## config.mk

```make
export PLATFORM = sky130hd
export DESIGN_NAME = ctodc_ctrl
export DESIGN_NICKNAME = d
export VERILOG_FILES = /design/src/design/ctodc_pkg.sv /design/src/design/ctodc_ctrl.sv
export VERILOG_INCLUDE_DIRS = /design/src /design/src/design
export SDC_FILE = /design/constraint.sdc
export NUM_CORES = 1
export LEC_CHECK = 0
export BUFFER_PORTS_ARGS = -buffer_cell sky130_fd_sc_hd__buf_2
export CORE_MARGIN = 2
export CORE_UTILIZATION = 25
export CTS_CLUSTER_DIAMETER = 50
export DETAILED_ROUTE_END_ITERATION = 8
export GPL_TIMING_DRIVEN = 0
export SETUP_SLACK_MARGIN = 0.15
export SYNTH_ARGS = -nofsm -noshare
export SYNTH_HDL_FRONTEND = slang
export SYNTH_SLANG_ARGS = --single-unit
```

## constraint.sdc

```tcl
create_clock -name aclk -period 1.5 [get_ports aclk]
set_input_delay 0.225 -clock aclk [delete_from_list [all_inputs] [get_ports aclk]]
set_output_delay 0.225 -clock aclk [all_outputs]
set_load 0.03 [all_outputs]
```

## src/design/calibrated_time_of_day_clock_core_macros.svh

```systemverilog
// Assertion macros shared by the clock core
`ifndef CALIBRATED_TIME_OF_DAY_CLOCK_CORE_MACROS_SVH
`define CALIBRATED_TIME_OF_DAY_CLOCK_CORE_MACROS_SVH

// implication checked every cycle outside reset
`define CTC_ASSERT_IMP(label, clk, rstn, ante, cons) \
    label: assert property (@(posedge clk) disable iff (!rstn) (ante) |-> (cons)) \
        else $error("check failed");

// implication checked in the cycle after the antecedent
`define CTC_ASSERT_NEXT(label, clk, rstn, ante, cons) \
    label: assert property (@(posedge clk) disable iff (!rstn) (ante) |=> (cons)) \
        else $error("check failed");

`endif

```

## src/design/ctodc_pkg.sv

```systemverilog
package ctodc_pkg;

    localparam int unsigned MS_PER_S     = 1000;
    localparam int unsigned SEC_PER_MIN  = 60;
    localparam int unsigned SEC_PER_HOUR = 3600;
    localparam int unsigned SEC_PER_DAY  = 86400;
    localparam int unsigned NOW_W        = 48;

    // reciprocals for exact floor division of bounded operands
    localparam logic [26:0] MS_RECIP   = 27'd68719477;  // 2^36 / 1000, 26-bit operand
    localparam logic [25:0] DAY_RECIP  = 26'd50903317;  // 2^35 / 675, 25-bit operand
    localparam logic [13:0] HOUR_RECIP = 14'd9321;      // 2^21 / 225, 13-bit operand
    localparam logic [10:0] MIN_RECIP  = 11'd1093;      // 2^14 / 15, 10-bit operand

    typedef enum logic [8:0] {
        ST_IDLE  = 9'b000000001,
        ST_DIV   = 9'b000000010,
        ST_MUL   = 9'b000000100,
        ST_OFS   = 9'b000001000,
        ST_TMS   = 9'b000010000,
        ST_SEC   = 9'b000100000,
        ST_DAY   = 9'b001000000,
        ST_HMS   = 9'b010000000,
        ST_OUT   = 9'b100000000
    } ctodc_state_t;

    // controller -> datapath
    typedef struct packed {
        logic load;      // capture input beat
        logic div_start;
        logic div_step;
        logic mul_start;
        logic mul_step;
        logic ofs_upd;   // sync bookkeeping
        logic tms_calc;
        logic sec_step;
        logic day_calc;
        logic hms_calc;
        logic out_load;  // result into output register
    } ctodc_cmd_t;

    // datapath -> controller
    typedef struct packed {
        logic is_sync;
        logic div_needed;
        logic div_done;
        logic mul_done;
        logic sec_done;
        logic fold_done;
    } ctodc_sts_t;

endpackage

```

## src/design/ctodc_ctrl.sv

```systemverilog
module ctodc_ctrl
    import ctodc_pkg::*;
(
    input  logic       aclk,
    input  logic       aresetn,
    input  logic       s_tvalid,
    output logic       s_tready,
    output logic       m_tvalid,
    input  logic       m_tready,
    input  ctodc_sts_t sts,
    output ctodc_cmd_t cmd
);
    `include "calibrated_time_of_day_clock_core_macros.svh"

    ctodc_state_t state_reg, state_next;
    logic         sync_reg, sync_next;
    logic         mvalid_reg, mvalid_next;

    always_ff @(posedge aclk) begin
        if (!aresetn) begin
            state_reg  <= ST_IDLE;
            sync_reg   <= 1'b0;
            mvalid_reg <= 1'b0;
        end else begin
            state_reg  <= state_next;
            sync_reg   <= sync_next;
            mvalid_reg <= mvalid_next;
        end
    end

    // output register decouples the result beat from the next input beat
    assign s_tready = (state_reg == ST_IDLE);
    assign m_tvalid = mvalid_reg;

    always_comb begin
        state_next  = state_reg;
        sync_next   = sync_reg;
        mvalid_next = mvalid_reg;
        cmd         = '0;
        if (mvalid_reg && m_tready) begin
            mvalid_next = 1'b0;
        end
        case (state_reg)
            ST_IDLE: begin
                if (s_tvalid) begin
                    cmd.load   = 1'b1;
                    state_next = ST_DIV;
                end
            end
            ST_DIV: begin
                // first cycle after load: decide on the sync path
                if (sts.is_sync && sts.div_needed && !sync_reg) begin
                    cmd.div_start = 1'b1;
                    sync_next     = 1'b1;
                end else if (sync_reg && !sts.div_done) begin
                    cmd.div_step = 1'b1;
                end else begin
                    sync_next     = 1'b0;
                    cmd.mul_start = 1'b1;
                    state_next    = ST_MUL;
                end
            end
            ST_MUL: begin
                if (sts.mul_done) begin
                    state_next = sts.is_sync ? ST_OFS : ST_TMS;
                end else begin
                    cmd.mul_step = 1'b1;
                end
            end
            ST_OFS: begin
                cmd.ofs_upd = 1'b1;
                state_next  = ST_TMS;
            end
            ST_TMS: begin
                cmd.tms_calc = 1'b1;
                state_next   = ST_SEC;
            end
            ST_SEC: begin
                if (sts.sec_done) begin
                    state_next = ST_DAY;
                end else begin
                    cmd.sec_step = 1'b1;
                end
            end
            ST_DAY: begin
                if (sts.fold_done) begin
                    state_next = ST_HMS;
                end else begin
                    cmd.day_calc = 1'b1;
                end
            end
            ST_HMS: begin
                cmd.hms_calc = 1'b1;
                state_next   = ST_OUT;
            end
            ST_OUT: begin
                // wait here while the previous beat is still held
                if (!mvalid_reg || m_tready) begin
                    cmd.out_load = 1'b1;
                    mvalid_next  = 1'b1;
                    state_next   = ST_IDLE;
                end
            end
            default: begin
                state_next = ST_IDLE;
            end
        endcase
    end

    `CTC_ASSERT_NEXT(a_out_hold, aclk, aresetn, m_tvalid && !m_tready, m_tvalid)
    `CTC_ASSERT_NEXT(a_load_starts, aclk, aresetn, s_tvalid && s_tready, state_reg == ST_DIV)
    `CTC_ASSERT_IMP(a_onehot_state, aclk, aresetn, 1'b1, $onehot(state_reg))

endmodule

```

== Word-level counts from Yosys, hierarchy flattened ==
Index checks and enable logic that the tools add are counted.

* Equality and inequality tests: 17
* Multiplexer cells: 32
* Reductions and logical operators: 10

{| class="wikitable"
|+ Operators with widths
! cell !! count
|-
| $pmux 9 s9 || 1
|-
| $mux 9 || 7
|-
| $mux 1 || 21
|-
| $ne 2x2->1 const B || 8
|-
| $eq 9x1->1 const B || 1
|-
| $eq 9x2->1 const B || 1
|-
| $eq 9x3->1 const B || 1
|-
| $eq 9x4->1 const B || 1
|-
| $eq 9x5->1 const B || 1
|-
| $eq 9x6->1 const B || 1
|-
| $eq 9x7->1 const B || 1
|-
| $eq 9x8->1 const B || 1
|-
| $eq 9x9->1 const B || 1
|-
| $reduce_and 7->1 || 1
|-
| $mux 5 || 1
|-
| $logic_and 1x1->1 || 4
|-
| $logic_not 1->1 || 3
|-
| $mux 3 || 1
|-
| $mux 2 || 1
|-
| $reduce_and 2->1 || 1
|-
| $logic_or 1x1->1 || 1
|}

* Logic and storage cells: 62
* Output and inout bits: 13
* Register bits: 11
* Bits of input ports: 10

== Depth between registers and ports, before layout ==
* Depth after elaboration: 5
* Gate-level depth with buffers: 7
* Gate-level depth less buffers: 6

== Worst setup path before layout ==
Ideal clock, no wire load.

* Path kind: reg2reg
* Start: register state_reg[0]
* End: register state_reg[3]
* Data arrival time: 1.915 ns
* Path slack: -0.531 ns
* Cell stages (with the launch flop): 7
* Setup time: 0.116 ns
* Period minus slack after synthesis: 2.031 ns
* Path buffers: 1
* Data required time: 1.384 ns
* Cells stage by stage: dfxtp_1 buf_6 nor4_4 nand2_2 nor4_2 nor4_1 and4_1

* Word-level cells in the longest chain between the ends: 3
* Elaborated cells on any way between the ends: 18
* Those cells by class: 16 x eq/ne; 1 x mux; 1 x reduce/logical

{| class="wikitable"
|+ Ends and longest elaborated chain
! what !! RTL line !! RTL
|-
| start, declared || ctodc_ctrl.sv:15 || <nowiki>ctodc_state_t state_reg, state_next;</nowiki>
|-
| start signal, assigned || ctodc_ctrl.sv:25 || <nowiki>state_reg <= state_next;</nowiki>
|-
| $eq 9x9->1, or another cell as far along || ctodc_ctrl.sv:43 || <nowiki>case (state_reg)</nowiki>
|-
| $ne 2x2->1 (no source line) || n/a ||
|-
| $reduce_and 7->1 (no source line) || n/a ||
|}

Parallel ways exist; a longest one is shown, timed or not.
A chain may end at the register's enable or synchronous reset.

==> summary.md <==
| Metric | Value |
|---|---|
| Status | finished, violations left |
| Failing checks | DRC, setup timing |
| Initial core utilization | a little over a quarter |
| Relative slew slack | 69.0% |
| Fin Setup TNS | -5.23 ns |
| Max FFs per register | 9 |
| Area growth syn-to-layout | 81.8% |
| Gr usage total | 13.9% |
| Sequential share of power | 39.3% |
| Main combinational cell family by area after synthesis | simple AND/OR/NAND/NOR gates |
| Synthesized area | 751 µm² |
| # DRC | 1 |
| CP endpoint kind | output pin |
| Adder-Cell Fraction of Synth Area | 0% |
| # port buffers | 22 |
| Die H | just under 60 µm |
| Wl on met1 | just over 1 mm |
| Row count | 19 |
| Power Total | around 770 µW |
| Final wirelength | 2.40 mm |
| CP Data Required Time | 1.27 ns |
| Synth Area in XOR/XNOR | 2.33% |
| VDD IR max | 368 µV |
| CTS tree | yes |
| Peak fanout along the critical path | 5 |
| Inst Count DP | 145 |
| Arr. time, crit path | 1.73 ns |
| Final #Nets | 150 |
| Logic pwr share | 34.2% |
| Final Critical Period | 1.95 ns |
| Mux cell area share after synthesis | 0% |
| RSZ-0062 raised after global routing | yes |
| WL per Instance | 14.1 µm |
| Post-synth cell types | 37 |
| Commonest cells after routing, fill and taps aside | 23 x buf_6, 13 x buf_4, 10 x buf_2 |
| Worst slew pin tran | between 0.4 and 0.5 ns |
| Drt first pass iters | 6 |
| Post-Place Cell Area | 987 µm² |
| Vias in the first global route | 822 |
| IO Pins | 23 |
| Placer Congestion | around 0.82 |
| Die ar. | 3460 µm² |
| Synth Warn # | 0 |
| Core area | 2810 µm² |
| Hpwl dp | 1.57 mm |
| Worst Skew | 0.00256 ns |
| Largest net degree at the start of global routing | 11 |
| Final slew viol count | 0 |
| Setup ws final | -0.455 ns |
| Top FF cell, synth | dfxtp_1 |
| Highest Signal Layer | met4 |
| Clk_lat worst skew | between 0.2 and 0.3 ns |
| Global-route wire length before repair | 3.73 mm |
| Clk sinks | 11 |
| Layout Cells excl Fill | 170 |
| Int Power | 524 µW |
| CTS Buffer Depth | 2 |
| Vias | 885 |
| Initial antenna violation count | 0 |
| Hold-fix buffers, CTS | 0 |
| Cell area after layout | around 1400 µm² |
| Routed Antenna Nets | 0 |
| Commonest non-fill, non-tap cell in the layout | buf_6 |
| Share of the yosys chip area belonging to registers | about 30% |
| Crit Path Category | register to output pin |
| H-tree levels | 1 |
| Final setup fails | 18 |
| Simple-gate share of the synthesized area | 47.2% |
| Post-synth EDFFs | 0 |
| Final hold violations | 0 |
| Gr ovfl total | 0 |
| Ys async rst share | 0% |
| Power Dens Cells | 566 nW/µm² |
| Diode count | 0 |
| Final-layout fill cell count | approximately 250 |
| Clk pwr share | between 20% and 30% |
| NetSw | about 250 µW |
| Switching portion of total power | about a third |
| Die width | roughly 60 µm |
| Max-Cap Viols | 0 |
| Met3 WL | 85 µm |
| Setup crit start kind | register |
| Achievable frequency | 512 MHz |
| Cells after synthesis | 92 |
| Syn_nets | slightly above 100 |
| CTS buffer count | 3 |
| Leak Pwr | 0.000566 µW |
| #FFs+latches synth | 11 |
| Synth Area in Compound Gates | 15.8% |
| Setup slack, reg-to-reg | -0.34 ns |
| Crit share post-route | 130% |
| Clock-pin transition on the worst setup and hold timing paths | about 0.07 ns |
| Vias per cell | 5.21 |
| Root Buffer | clkbuf_4 |
| Routed wl met2 | 1.26 mm |
| Mean Syn Cell Area | 8.16 µm² |
| HP Class | primary input to register |
| Layout cell share with drive strength beyond 1 | 59.0% |
| Drt initial violations | 36 |
==> cell families after synthesis <==
logic type                after synthesis
buffers and inverters                   8
xor gates and xnor gates                2
and+or+nand+nor                        55
DFF                                    11
AOI/OAI and AO/OA                      16
==> per-stage QoR <==
| step | setup slack [ns] | hold slack, ns | util [%] |
|---|---|---|---|
| after floorplan | -0.286 | 0.356 | - |
| after global placement | -0.397 | 0.502 | 35.2 |
| after detailed placement | -0.437 | 0.508 | 35.2 |
| after CTS | -0.442 | 0.220 | 44.1 |
| after global routing | -0.556 | 0.266 | 48.7 |
| final | -0.455 | 0.227 | 48.7 |
==> final cells by class <==
type | count | area, µm² | share of cell area (%)
multi-input cells | 73 | 643 | 47.1
well taps | 31 | 38.8 | 2.84
flip-flops and latches | 11 | 231 | 17.0
clock buffers | 4 | 26.3 | 1.92
plain buffers | 4 | 37.5 | 2.75
inverters | 4 | 15.0 | 1.10
repair buffers | 43 | 373 | 27.3
==> synthesized netlist by cell type (2+ instances only) <==
library cell  number  area [µm²]
or4b_1             2        20.0
and2_1             3        18.8
nor2_1            14        52.6
dfxtp_1           11         220
nor3b_1            2        15.0
o21a_1             4        30.0
nand3_1            3        15.0
nor3_1             4        20.0
nor4_1             3        18.8
nor2b_1            3        18.8
nand2_1            5        18.8
buf_2              2        10.0
nand2b_1           4        25.0
inv_1              4        15.0
xnor2_1            2        17.5
and4_1             2        17.5
o21ai_0            4        20.0
==> worst paths after layout <==
kind           startpoint      endpoint  cells after the start
min                sts[0]  state_reg[7]                      3
max reg2reg  state_reg[3]  state_reg[3]                      9
max          state_reg[3]        cmd[9]                      7
min reg2reg      m_tvalid      m_tvalid                      2
==> power by group through the flow <==
| stage | sequential, µW | clock [µW] | combinational [µW] |
|---|---|---|---|
| after global placement | 312 | 0 | 187 |
| after CTS | 305 | 209 | 249 |
| after global routing | 305 | 239 | 286 |
| final | 304 | 205 | 264 |
| after detailed placement | 313 | 0 | 191 |
| after floorplan | 312 | 0 | 140 |
==> worst max-delay path: stages, from the launching register on <==
cell and delay [ns]:
dfxtp_2 0.32, buf_6 0.11, nor4_4 0.28, buf_4 0.17, nand4b_1 0.13, buf_6 0.18
nor3_4 0.12, buf_6 0.15
==> repair_timing <==
item | 4_1_cts | 5_1_grt
setup endpoints to repair | 19 | 22
resized for setup | 39 | 20
buffers inserted | 13 | 8
pin swaps | 7 | 9
cloned | 0 | 0
==> per-layer routing <==
layer | track usage (%) | vias to the layer above
li1 | - | 431
met1 | 17.0 | 431
met5 | 0 | -
met4 | 3.25 | 0
met3 | 3.30 | 4
met2 | 24.4 | 19
No activity file was read; power rests on OpenSTA's default activity.
